===== src/rtl/core/lpt_list_scheduler_min_heap_top_defines.svh =====
// Assertion macros shared by the scheduler RTL.
// Simulation builds get the checks; builds that define SYNTH get empty bodies.
`ifndef LPT_LIST_SCHEDULER_MIN_HEAP_TOP_DEFINES_SVH
`define LPT_LIST_SCHEDULER_MIN_HEAP_TOP_DEFINES_SVH

// Same-cycle implication: when ante holds, cons must hold on that edge.
`ifndef SYNTH
`define LPT_ASSERT_IMPL(label, clk, rst_n, ante, cons) \
    label: assert property (@(posedge clk) disable iff (!rst_n) (ante) |-> (cons)) \
        else $error("lpt: same-cycle check failed");
`else
`define LPT_ASSERT_IMPL(label, clk, rst_n, ante, cons)
`endif

// Next-cycle implication: when ante holds, cons must hold on the following edge.
`ifndef SYNTH
`define LPT_ASSERT_NEXT(label, clk, rst_n, ante, cons) \
    label: assert property (@(posedge clk) disable iff (!rst_n) (ante) |=> (cons)) \
        else $error("lpt: next-cycle check failed");
`else
`define LPT_ASSERT_NEXT(label, clk, rst_n, ante, cons)
`endif

`endif


===== src/rtl/core/lpt_pkg.sv =====
`timescale 1ns / 1ps
`default_nettype none

package lpt_pkg;

    // Heap capacity and field widths.
    localparam int MAX_MACHINES = 16;
    localparam int LEN_W        = 16;
    localparam int TIME_W       = 32;
    localparam int ID_W         = 5;
    localparam int CNT_W        = 5;

    // Heap positions are 1-based, so the position needs room for MAX_MACHINES itself.
    localparam int ADDR_W  = $clog2(MAX_MACHINES + 1);
    localparam int MEM_AW  = (MAX_MACHINES > 1) ? $clog2(MAX_MACHINES) : 1;
    localparam int CHILD_W = ADDR_W + 1;

    localparam logic [CNT_W-1:0] COUNT_RESET = CNT_W'(3);

    // One heap slot: free time and machine number.
    typedef struct packed {
        logic [TIME_W-1:0] key;
        logic [ID_W-1:0]   id;
    } heap_entry_t;

    // Write request into the heap store.
    typedef struct packed {
        logic              en;
        logic [ADDR_W-1:0] addr;
        heap_entry_t       data;
    } heap_wr_t;

    // Machine count as used by the heap: zero counts as one, large values saturate.
    function automatic logic [ADDR_W-1:0] clamp_count(input logic [CNT_W-1:0] cnt);
        logic [ADDR_W-1:0] res;
        if (cnt == '0)
        begin
            res = ADDR_W'(1);
        end
        else if (int'(cnt) > MAX_MACHINES)
        begin
            res = ADDR_W'(MAX_MACHINES);
        end
        else
        begin
            res = ADDR_W'(cnt);
        end
        return res;
    endfunction

endpackage

`default_nettype wire


===== src/rtl/core/lpt_job_if.sv =====
`timescale 1ns / 1ps
`default_nettype none

// Job channel: one beat carries one job length.
interface lpt_job_if;
    import lpt_pkg::*;

    logic             valid;
    logic             ready;
    logic [LEN_W-1:0] job_length;

    modport source (output valid, output job_length, input ready);
    modport sink   (input valid, input job_length, output ready);
endinterface

`default_nettype wire


===== src/rtl/core/lpt_res_if.sv =====
`timescale 1ns / 1ps
`default_nettype none

// Result channel: one beat carries one assignment.
interface lpt_res_if;
    import lpt_pkg::*;

    logic              valid;
    logic              ready;
    logic [ID_W-1:0]   machine_id;
    logic [TIME_W-1:0] start_time;
    logic [TIME_W-1:0] finish_time;
    logic              time_overflow;

    modport source (output valid, output machine_id, output start_time,
                    output finish_time, output time_overflow, input ready);
    modport sink   (input valid, input machine_id, input start_time,
                    input finish_time, input time_overflow, output ready);
endinterface

`default_nettype wire


===== src/rtl/core/lpt_heap_store.sv =====
`timescale 1ns / 1ps
`default_nettype none

// Heap slot storage with one write port and one read port.
// A slot that has not been written since the last clear reads as its
// reload value: free time zero and machine number equal to its position.
module lpt_heap_store (
    input  wire logic                        clk,
    input  wire logic                        rst_n,
    input  wire logic                        clear,
    input  wire lpt_pkg::heap_wr_t           wr,
    input  wire logic [lpt_pkg::ADDR_W-1:0]  rd_addr,
    output lpt_pkg::heap_entry_t             rd_data
);
    import lpt_pkg::*;

    heap_entry_t             mem_reg [MAX_MACHINES];
    logic [MAX_MACHINES-1:0] vld_reg;

    logic [ADDR_W-1:0] wr_off;
    logic [ADDR_W-1:0] rd_off;
    logic [MEM_AW-1:0] wr_idx;
    logic [MEM_AW-1:0] rd_idx;

    // Positions are 1-based; the array is 0-based.
    assign wr_off = wr.addr - ADDR_W'(1);
    assign rd_off = rd_addr - ADDR_W'(1);
    assign wr_idx = wr_off[MEM_AW-1:0];
    assign rd_idx = rd_off[MEM_AW-1:0];

    // Written flags: cleared by reset and by a reload.
    always_ff @(posedge clk or negedge rst_n)
    begin
        if (!rst_n)
        begin
            vld_reg <= '0;
        end
        else if (clear)
        begin
            vld_reg <= '0;
        end
        else if (wr.en)
        begin
            vld_reg[wr_idx] <= 1'b1;
        end
    end

    // Slot contents.
    always_ff @(posedge clk)
    begin
        if (wr.en)
        begin
            mem_reg[wr_idx] <= wr.data;
        end
    end

    // Read port, falling back to the reload value.
    always_comb
    begin
        if (vld_reg[rd_idx])
        begin
            rd_data = mem_reg[rd_idx];
        end
        else
        begin
            rd_data.key = '0;
            rd_data.id  = ID_W'(rd_addr);
        end
    end

endmodule

`default_nettype wire


===== src/rtl/core/lpt_list_scheduler_min_heap_top.sv =====
// LPT list scheduler built on a binary min-heap of machines keyed by free time.
// Job channel (job): one beat per job carries job_length. Each job goes to the
// machine that becomes free first; ties resolve by heap order.
// Result channel (res): one beat per job with machine_id, start_time, finish_time
// (start plus length minus one, saturated; start for a zero length) and time_overflow,
// set when the machine's new free time saturates at the largest time.
// Configuration: a write of cfg_wr_data with cfg_wr_en reloads the heap with
// machines 1 to count, all free at time zero. Write it only while idle.
// Throughput: job.ready is high only between jobs, so a new job waits until the last
// is through. A shared key comparator and a heap store with one read and one write
// port walk the sift-down in a left-read, a right-read and a compare step per level
// and the sift-up in one step per level.
// Stall: the result sits in an output register; the next job is accepted while it
// waits, and that job holds before its result step until the register frees up.
// Reset: the heap holds machines 1 to 3 free at time zero, no result is pending,
// and the block is ready at once.
`timescale 1ns / 1ps
`default_nettype none
`include "lpt_list_scheduler_min_heap_top_defines.svh"

module lpt_list_scheduler_min_heap_top (
    input  wire logic                       clk,
    input  wire logic                       rst_n,
    input  wire logic                       cfg_wr_en,
    input  wire logic [lpt_pkg::CNT_W-1:0]  cfg_wr_data,
    lpt_job_if.sink                         job,
    lpt_res_if.source                       res
);
    import lpt_pkg::*;

    typedef enum logic [3:0] {
        ST_IDLE,
        ST_RD_ROOT,
        ST_RD_LAST,
        ST_DN_LEFT,
        ST_DN_RIGHT,
        ST_DN_CMP,
        ST_DN_PLACE,
        ST_CALC,
        ST_UP_STEP
    } state_t;

    state_t             state_reg,      state_next;
    logic [ADDR_W-1:0]  fill_reg,       fill_next;
    logic [LEN_W-1:0]   len_reg,        len_next;
    heap_entry_t        top_reg,        top_next;
    heap_entry_t        last_reg,       last_next;
    heap_entry_t        cand_reg,       cand_next;
    logic [ADDR_W-1:0]  parent_reg,     parent_next;
    logic [CHILD_W-1:0] child_reg,      child_next;
    logic               out_valid_reg,  out_valid_next;
    logic [ID_W-1:0]    out_id_reg,     out_id_next;
    logic [TIME_W-1:0]  out_start_reg,  out_start_next;
    logic [TIME_W-1:0]  out_finish_reg, out_finish_next;
    logic               out_ovf_reg,    out_ovf_next;

    heap_wr_t           heap_wr;
    logic [ADDR_W-1:0]  rd_addr;
    heap_entry_t        rd_data;

    logic [TIME_W-1:0]  cmp_a;
    logic [TIME_W-1:0]  cmp_b;
    logic               cmp_lt;

    logic [ADDR_W-1:0]  fill_dec;
    logic [CHILD_W-1:0] child_inc;
    logic [CHILD_W-1:0] child_dbl;
    logic [TIME_W:0]    sum_wide;
    logic [TIME_W:0]    fin_wide;

    lpt_heap_store u_store (
        .clk     (clk),
        .rst_n   (rst_n),
        .clear   (cfg_wr_en),
        .wr      (heap_wr),
        .rd_addr (rd_addr),
        .rd_data (rd_data)
    );

    // Shared key comparator; the sequencer picks its operands.
    always_comb
    begin
        cmp_a  = (state_reg == ST_DN_RIGHT) ? rd_data.key : last_reg.key;
        cmp_b  = (state_reg == ST_UP_STEP) ? rd_data.key : cand_reg.key;
        cmp_lt = cmp_a < cmp_b;
    end

    // Heap position arithmetic.
    assign fill_dec  = fill_reg - ADDR_W'(1);
    assign child_inc = child_reg + CHILD_W'(1);
    assign child_dbl = child_reg << 1;

    // Time arithmetic for the result step.
    assign sum_wide = (TIME_W + 1)'(top_reg.key) + (TIME_W + 1)'(len_reg);
    assign fin_wide = sum_wide - (TIME_W + 1)'(1);

    // Read address for the single heap port.
    always_comb
    begin
        unique case (state_reg)
            ST_RD_ROOT:  rd_addr = ADDR_W'(1);
            ST_RD_LAST:  rd_addr = fill_reg;
            ST_DN_LEFT:  rd_addr = child_reg[ADDR_W-1:0];
            ST_DN_RIGHT: rd_addr = child_inc[ADDR_W-1:0];
            ST_UP_STEP:  rd_addr = parent_reg >> 1;
            default:     rd_addr = ADDR_W'(1);
        endcase
    end

    // Sequencer next-state logic.
    always_comb
    begin
        state_next      = state_reg;
        fill_next       = fill_reg;
        len_next        = len_reg;
        top_next        = top_reg;
        last_next       = last_reg;
        cand_next       = cand_reg;
        parent_next     = parent_reg;
        child_next      = child_reg;
        out_valid_next  = out_valid_reg && !res.ready;
        out_id_next     = out_id_reg;
        out_start_next  = out_start_reg;
        out_finish_next = out_finish_reg;
        out_ovf_next    = out_ovf_reg;
        heap_wr         = '0;

        unique case (state_reg)
            ST_IDLE:
            begin
                if (cfg_wr_en)
                begin
                    fill_next = clamp_count(cfg_wr_data);
                end
                if (job.valid)
                begin
                    len_next   = job.job_length;
                    state_next = ST_RD_ROOT;
                end
            end

            ST_RD_ROOT:
            begin
                top_next   = rd_data;
                state_next = ST_RD_LAST;
            end

            // The last slot leaves the heap and will fill the hole at the root.
            ST_RD_LAST:
            begin
                last_next   = rd_data;
                fill_next   = fill_dec;
                parent_next = ADDR_W'(1);
                child_next  = CHILD_W'(2);
                if (CHILD_W'(2) <= CHILD_W'(fill_dec))
                begin
                    state_next = ST_DN_LEFT;
                end
                else
                begin
                    state_next = ST_DN_PLACE;
                end
            end

            ST_DN_LEFT:
            begin
                cand_next = rd_data;
                if (child_inc <= CHILD_W'(fill_reg))
                begin
                    state_next = ST_DN_RIGHT;
                end
                else
                begin
                    state_next = ST_DN_CMP;
                end
            end

            // Take the right child when its key is below the left one.
            ST_DN_RIGHT:
            begin
                if (cmp_lt)
                begin
                    cand_next  = rd_data;
                    child_next = child_inc;
                end
                state_next = ST_DN_CMP;
            end

            // Stop when the moving key is below the child; equal keys keep descending.
            ST_DN_CMP:
            begin
                if (cmp_lt)
                begin
                    state_next = ST_DN_PLACE;
                end
                else
                begin
                    heap_wr.en   = 1'b1;
                    heap_wr.addr = parent_reg;
                    heap_wr.data = cand_reg;
                    parent_next  = child_reg[ADDR_W-1:0];
                    child_next   = child_dbl;
                    if (child_dbl <= CHILD_W'(fill_reg))
                    begin
                        state_next = ST_DN_LEFT;
                    end
                    else
                    begin
                        state_next = ST_DN_PLACE;
                    end
                end
            end

            ST_DN_PLACE:
            begin
                heap_wr.en   = 1'b1;
                heap_wr.addr = parent_reg;
                heap_wr.data = last_reg;
                state_next   = ST_CALC;
            end

            // Load the result register and start the sift-up from the new last slot.
            ST_CALC:
            begin
                if (!out_valid_reg || res.ready)
                begin
                    out_valid_next = 1'b1;
                    out_id_next    = top_reg.id;
                    out_start_next = top_reg.key;
                    if (len_reg == '0)
                    begin
                        out_finish_next = top_reg.key;
                    end
                    else if (fin_wide[TIME_W])
                    begin
                        out_finish_next = '1;
                    end
                    else
                    begin
                        out_finish_next = fin_wide[TIME_W-1:0];
                    end
                    out_ovf_next = sum_wide[TIME_W];
                    last_next.id = top_reg.id;
                    if (sum_wide[TIME_W])
                    begin
                        last_next.key = '1;
                    end
                    else
                    begin
                        last_next.key = sum_wide[TIME_W-1:0];
                    end
                    fill_next   = fill_reg + ADDR_W'(1);
                    parent_next = fill_reg + ADDR_W'(1);
                    state_next  = ST_UP_STEP;
                end
            end

            // Rise while strictly below the parent; otherwise settle here.
            ST_UP_STEP:
            begin
                heap_wr.en = 1'b1;
                if ((parent_reg != ADDR_W'(1)) && cmp_lt)
                begin
                    heap_wr.addr = parent_reg;
                    heap_wr.data = rd_data;
                    parent_next  = parent_reg >> 1;
                end
                else
                begin
                    heap_wr.addr = parent_reg;
                    heap_wr.data = last_reg;
                    state_next   = ST_IDLE;
                end
            end

            default:
            begin
                state_next = ST_IDLE;
            end
        endcase
    end

    // State, working registers and registered outputs.
    always_ff @(posedge clk or negedge rst_n)
    begin
        if (!rst_n)
        begin
            state_reg      <= ST_IDLE;
            fill_reg       <= clamp_count(COUNT_RESET);
            len_reg        <= '0;
            top_reg        <= '0;
            last_reg       <= '0;
            cand_reg       <= '0;
            parent_reg     <= '0;
            child_reg      <= '0;
            out_valid_reg  <= 1'b0;
            out_id_reg     <= '0;
            out_start_reg  <= '0;
            out_finish_reg <= '0;
            out_ovf_reg    <= 1'b0;
        end
        else
        begin
            state_reg      <= state_next;
            fill_reg       <= fill_next;
            len_reg        <= len_next;
            top_reg        <= top_next;
            last_reg       <= last_next;
            cand_reg       <= cand_next;
            parent_reg     <= parent_next;
            child_reg      <= child_next;
            out_valid_reg  <= out_valid_next;
            out_id_reg     <= out_id_next;
            out_start_reg  <= out_start_next;
            out_finish_reg <= out_finish_next;
            out_ovf_reg    <= out_ovf_next;
        end
    end

    // Channel outputs.
    assign job.ready         = (state_reg == ST_IDLE);
    assign res.valid         = out_valid_reg;
    assign res.machine_id    = out_id_reg;
    assign res.start_time    = out_start_reg;
    assign res.finish_time   = out_finish_reg;
    assign res.time_overflow = out_ovf_reg;

    // Between jobs the heap holds between one and MAX_MACHINES entries.
    `LPT_ASSERT_IMPL(a_fill_range, clk, rst_n, state_reg == ST_IDLE,
                     (fill_reg != '0) && (fill_reg <= ADDR_W'(MAX_MACHINES)))
    // A descent step always starts at the left child of the current parent.
    `LPT_ASSERT_IMPL(a_down_left, clk, rst_n, state_reg == ST_DN_LEFT,
                     child_reg == (CHILD_W'(parent_reg) << 1))
    // Heap writes stay inside the store.
    `LPT_ASSERT_IMPL(a_wr_range, clk, rst_n, heap_wr.en,
                     (heap_wr.addr != '0) && (heap_wr.addr <= ADDR_W'(MAX_MACHINES)))
    // A job beat starts the sequencer, which drops ready on the next cycle.
    `LPT_ASSERT_NEXT(a_busy_after_job, clk, rst_n, job.valid && job.ready, !job.ready)

endmodule

`default_nettype wire

===== src/flat_wrapper.sv =====
// flat-port wrapper written by rule: the top's interface ports become plain ports
module lpt_list_scheduler_min_heap_top_flat import lpt_pkg::*;
  (clk, rst_n, cfg_wr_en, cfg_wr_data, job_valid, job_job_length, job_ready, res_valid, res_machine_id, res_start_time, res_finish_time, res_time_overflow, res_ready);
  lpt_job_if job_i ();
  lpt_res_if res_i ();
  input  wire logic clk;
  input  wire logic rst_n;
  input  wire logic cfg_wr_en;
  input  wire logic [lpt_pkg::CNT_W-1:0] cfg_wr_data;
  input wire logic [$bits(job_i.valid)-1:0] job_valid;
  input wire logic [$bits(job_i.job_length)-1:0] job_job_length;
  output wire logic [$bits(job_i.ready)-1:0] job_ready;
  output wire logic [$bits(res_i.valid)-1:0] res_valid;
  output wire logic [$bits(res_i.machine_id)-1:0] res_machine_id;
  output wire logic [$bits(res_i.start_time)-1:0] res_start_time;
  output wire logic [$bits(res_i.finish_time)-1:0] res_finish_time;
  output wire logic [$bits(res_i.time_overflow)-1:0] res_time_overflow;
  input wire logic [$bits(res_i.ready)-1:0] res_ready;
  assign job_i.valid = job_valid;
  assign job_i.job_length = job_job_length;
  assign job_ready = job_i.ready;
  assign res_valid = res_i.valid;
  assign res_machine_id = res_i.machine_id;
  assign res_start_time = res_i.start_time;
  assign res_finish_time = res_i.finish_time;
  assign res_time_overflow = res_i.time_overflow;
  assign res_i.ready = res_ready;
  lpt_list_scheduler_min_heap_top u_core (.clk(clk), .rst_n(rst_n), .cfg_wr_en(cfg_wr_en), .cfg_wr_data(cfg_wr_data), .job(job_i), .res(res_i));
endmodule

===== config.mk =====
export PLATFORM = sky130hd
export DESIGN_NAME = lpt_list_scheduler_min_heap_top_flat
export DESIGN_NICKNAME = d
export VERILOG_FILES = /design/src/rtl/core/lpt_pkg.sv /design/src/rtl/core/lpt_job_if.sv /design/src/rtl/core/lpt_res_if.sv /design/src/rtl/core/lpt_heap_store.sv /design/src/rtl/core/lpt_list_scheduler_min_heap_top.sv /design/src/flat_wrapper.sv
export VERILOG_INCLUDE_DIRS = /design/src /design/src/rtl/core
export SDC_FILE = /design/constraint.sdc
export NUM_CORES = 1
export LEC_CHECK = 0
export BUFFER_PORTS_ARGS = -buffer_cell sky130_fd_sc_hd__buf_4
export CAP_MARGIN = 20
export CORE_MARGIN = 5
export CORE_UTILIZATION = 57
export DETAILED_ROUTE_END_ITERATION = 16
export GPL_TIMING_DRIVEN = 0
export MAX_ROUTING_LAYER = met4
export PLACE_DENSITY = 0.83
export SLEW_MARGIN = 20
export SYNTH_ARGS = -nofsm -noshare
export SYNTH_HDL_FRONTEND = slang
export SYNTH_HIERARCHICAL = 1
export SYNTH_SLANG_ARGS = --single-unit

===== constraint.sdc =====
create_clock -name clk -period 10.4 [get_ports clk]
set_clock_uncertainty 0.15 [all_clocks]
set_input_delay 1.04 -clock clk [delete_from_list [all_inputs] [get_ports clk]]
set_output_delay 1.04 -clock clk [all_outputs]
set_load 0.01 [all_outputs]

After elaboration in Yosys (flattened, before gate mapping)
Memories as Yosys holds them, arrays and structs flattened.
Index checks and enable logic that the tools add are counted.
Widths: inputs -> output; s select.
{"block": "classes", "addsub": 7, "magnitude_cmp": 8, "eq_ne": 16, "n_mux": 43, "n_bitwise": 1, "reduce_logical": 23}
{"cell": "$mux 32", "n": 5}
{"cell": "$mux 37", "n": 4}
{"cell": "$pmux 37 s2", "n": 2}
{"cell": "$pmux 43 s3", "n": 1}
{"cell": "$mux 43", "n": 1}
{"cell": "$pmux 5 s4", "n": 2}
{"cell": "$pmux 4 s9", "n": 1}
{"cell": "$add 32x16->33", "n": 1}
{"cell": "$sub 33x1->33 const B", "n": 1}
{"cell": "$lt 32x32->1", "n": 1}
{"cell": "$mux 16", "n": 2}
{"cell": "$mux 5", "n": 6}
{"cell": "$pmux 6 s3", "n": 1}
{"cell": "$eq 4x3->1 const B", "n": 4}
{"cell": "$logic_not 16->1", "n": 1}
{"cell": "$mux 4", "n": 4}
{"cell": "$or 16x16->16", "n": 1}
{"cell": "$pmux 5 s3", "n": 1}
{"cell": "$le 6x5->1", "n": 2}
{"cell": "$mux 6", "n": 2}
{"cell": "$lt 4x5->1 const B", "n": 2}
{"cell": "$ne 2x2->1 const B", "n": 5}
{"cell": "$reduce_and 3->1", "n": 3}
{"cell": "$eq 4x2->1 const B", "n": 2}
{"cell": "other kinds (25)", "n": 43}
{"block": "totals", "reg_bits": 234, "mem_bits_rw": 592, "input_bits": 26, "output_inout_bits": 72, "word_cells": 116, "memories": 1}
{"name": "u_core.u_store.mem_reg", "words": 16, "width": 37, "rd": 1, "rd_clocked_by_memory_dff": 0, "write_ports": 1, "line_no": "lpt_heap_store.sv:17", "rtl": "heap_entry_t mem_reg [MAX_MACHINES];"}

Logic depth before layout (Yosys ltp)
{"block": "depth", "word_depth": 19, "mapped_depth": 37, "mapped_depth_nobuf": 28}

Cells and area by module
The synthesis kept the hierarchy.
{"mod": "lpt_heap_store", "instances": 1, "cells_each": 1030, "area_per_inst_um2": 23638.9, "seq_area_each_um2": 18177.4}
{"mod": "lpt_list_scheduler_min_heap_top", "instances": 1, "cells_each": 1555, "area_per_inst_um2": 14169.8, "seq_area_each_um2": 5457.7}

Worst setup path after synthesis
OpenSTA, ideal clock, no wires.
{"block": "synth_path", "kind": "register to register", "from": "reg u_core.state_reg[0]", "to": "mem u_core/u_store/mem_reg[15][0] (netlist name) (enable)", "setup_ps": 480, "t_arrival_ps": 9956, "required_time_ps": 9770, "slack_ps": -186, "stages_incl_launch_ff": 34, "n_path_buf": 10, "period_less_slack_ps": 10586, "path_cell_list": "dfrtp_1 > buf_2 > nor4b_1 > clkbuf_1 > clkbuf_1 > a222oi_1 > nand2_1 > buf_6 > buf_4 > buf_4 > inv_1 > ha_1 > buf_4 > buf_4 > clkbuf_1 > mux4_2 > a211oi_1 > a211oi_2 > mux2_2 > ha_1 > a21o_1 > a21o_1 > a21oi_1 > nor2_1 > a211oi_1 > nor3_1 > or4_4 > a21oi_4 > nor2_1 > buf_2 > nor2_1 > nor2b_1 > or3b_2 > nor3_1"}
{"element": "from (decl)", "line_no": "lpt_list_scheduler_min_heap_top.sv:43", "rtl": "state_t state_reg, state_next;"}
{"element": "from (signal assigned)", "line_no": "lpt_list_scheduler_min_heap_top.sv:304", "rtl": "state_reg <= state_next;"}
{"element": "to (decl)", "line_no": "lpt_heap_store.sv:17"}

==> impl_metrics.yaml <==
outcome:
  status: "complete, no violations"
min_path:
  hp-class: "in2async"
timing:
  whs_ps: 174
  finalWorstPathRequiredPeriod_ps: 10170
  period_share_pct: 97.8
  drv_slew: 0
  hold_viol_final: 0
  worstMarginPinSlew_ps: 1110
  rsz0062_at_grt: "no"
  relSlewSlack_pct: 25.5
  max_freq_mhz: 98.3
  setup_slack_ps: 232
  setup_viol: 0
detailed_routing:
  drt_pass1_iterations: 6
  wl_um: 114000
  drc_errors: 0
  drtAntennaViolNets: 0
  vias_per_cell: 6.73
  via_count: 25400
  wl_per_cell_um: 30.1
  drt_iter0_markers: 3133
floorplanning:
  die_h_um: 268
  dieArea_mm2: 0.0716
  fp-row-count: 94
  start_util_pct: 57.5
  coreArea_mm2: 0.0657
  ios: 98
  dieWidth_um: 268
cells_and_area:
  nets: 2922
  fillers: 4410
  multiInputGateArea_mm2: 0.0136
  largest_reg_flops: 592
  seq_area_mm2: 0.0236
  syn_to_final_growth_pct: 15.9
  drive_above_1_share_pct: 25.0
logic_synthesis:
  synth_nets: 2673
  syn_area_mm2: 0.0378
  synth_cells: 2584
  syn_area_per_cell_um2: 14.6
  ys_warn_count: 6
power:
  ir_drop_mv: 0.218
  power.leakage_nw: 15.7
  p_per_area_mw_per_mm2: 348
critical_path:
  cp-end-kind: "flip-flop"
  critPathLaunchType: "flip-flop"
  max_stage_delay_ps: 560
  cp_max_fo: 18
  rr_startpoint: "u_core/state_reg[0]"
  reg2reg_slack_ps: 230
  cp_common_cell: "buf_4"
  worstRegToRegCells: 34
  worstPathArrival_ps: 10350
  required_ps: 10590
  timing.rr.end: "u_core/u_store/mem_reg[8][8]"
  cp_slowest_cell: "or4_1"
  critPathKind: "reg2reg"
clock_tree:
  cts_tree: "done"
  cts_buffers: 85
  cts_hold_buf: 0
  clk_latency_ps: 660
  clockBufferDepth: 3
  ctsRootBufferMaster: "clkbuf_16"
  cts.sinks: 826
  htreeDepth: 3
  cts.clk_slew.worst_paths_ps: 60
placement:
  pre_cts_ws_ps: -2580
  routabilityCongestion: 0.927
  place.port_buffers: 97
  dpl.hpwl_um: 75500
grt:
  antenna_found_initial: 2
  grt_max_degree: 98
  grt_pass1_wl_um: 168000
  grt_pass1_vias: 25500
  grt_usage_pct: 32.7
  grt.overflow.total: 0
flow_run:
  maxCapViolCount: 0
[cells in the final DEF, fill, tap and decap left out, types with 17 or more instances in the layout]
cell type and instances:
a22o_1 39, nor2b_1 45, mux2_2 128, inv_1 24, ha_1 62, mux2i_1 89, clkbuf_16 86, a211oi_1 39
buf_16 17, nand4_1 25, edfxtp_1 592, o22ai_1 18, nand2_1 242, nor2_1 101, or3_1 19, o21ai_0 116
dfrtp_1 232, a211oi_2 23, mux4_2 152, a21o_1 58, clkinv_1 18, nor3_1 41, buf_4 151, xnor2_1 40
xor2_1 17, nand3_1 38, a21oi_1 80, buf_2 28, clkbuf_1 99
[layout make-up]
type	instances	area share [%]
multi-input cells	1575	31.1
inverters	25	0.214
repair buffers	161	3.91
diodes	2	0.0114
well taps	864	2.47
clock inverters	57	1.48
clock buffers	101	5.06
plain buffers	159	1.82
flip-flops and latches	826	53.9
[worst max-delay path by stage]
stage,start,to,slack (ps)
3_5_place_dp,u_core/state_reg[0],u_core/u_store/mem_reg[3][7],-2580
2_1_floorplan,u_core/state_reg[0],u_core/u_store/mem_reg[7][0],150
4_1_cts,u_core/state_reg[0],u_core/u_store/mem_reg[8][27],2
3_3_place_gp,u_core/state_reg[0],u_core/u_store/mem_reg[3][7],-6450
5_1_grt,u_core/state_reg[0],u_core/u_store/mem_reg[11][11],6
6_report,u_core/state_reg[0],u_core/u_store/mem_reg[8][8],230
[timing repair]
| item | 4_1_cts | 5_1_grt |
|---|---|---|
| pin swaps | 7 | 3 |
| setup buffers | 13 | 7 |
| resized for setup | 38 | 14 |
| gates cloned | 1 | 0 |
| setup endpoints to repair | 1251 | 481 |
[metrics by stage]
stage	util (%)	setup TNS, ps	cell area [um^2]	cells	power [mW]
final	66.7	0	43800	3770	15.2
after global routing	66.7	0	43800	3770	15.8
after CTS	66.5	0	43700	3761	14.9
after detailed placement	61.7	-1934500	40500	3589	11.5
after global placement	60.3	-3753200	39600	3545	11.2
after floorplan	-	0	37800	2584	9.19
[critical path: cells and delay by family, from the launching register on]
family / cells / cell delay [ps]
AND/OR/NAND/NOR: 10 / 2950
AO/OA/AOI/OAI: 4 / 700
flip-flops: 1 / 360
adder cells (fa/ha/maj): 2 / 580
multiplexers: 3 / 1070
buffers and inverters: 15 / 3930
[power by group]
| group | leakage [nW] | internal (mW) | switching (mW) |
|---|---|---|---|
| Clock | 1.38 | 1.82 | 1.33 |
| Combinational | 6.56 | 3.08 | 4.84 |
| Sequential | 7.78 | 3.92 | 0.246 |
| Total | 15.7 | 8.82 | 6.42 |
[metal layers]
| layer | up-vias | wire (um) | global-route usage [%] |
|---|---|---|---|
| met5 | - | 0 | - |
| met4 | 0 | 5060 | 12.0 |
| met3 | 346 | 10200 | 5.38 |
| met2 | 1654 | 56600 | 53.9 |
| met1 | 12800 | 41800 | 41.6 |
| li1 | 10500 | - | - |
Note: power is estimated with default switching activity, not from simulation.
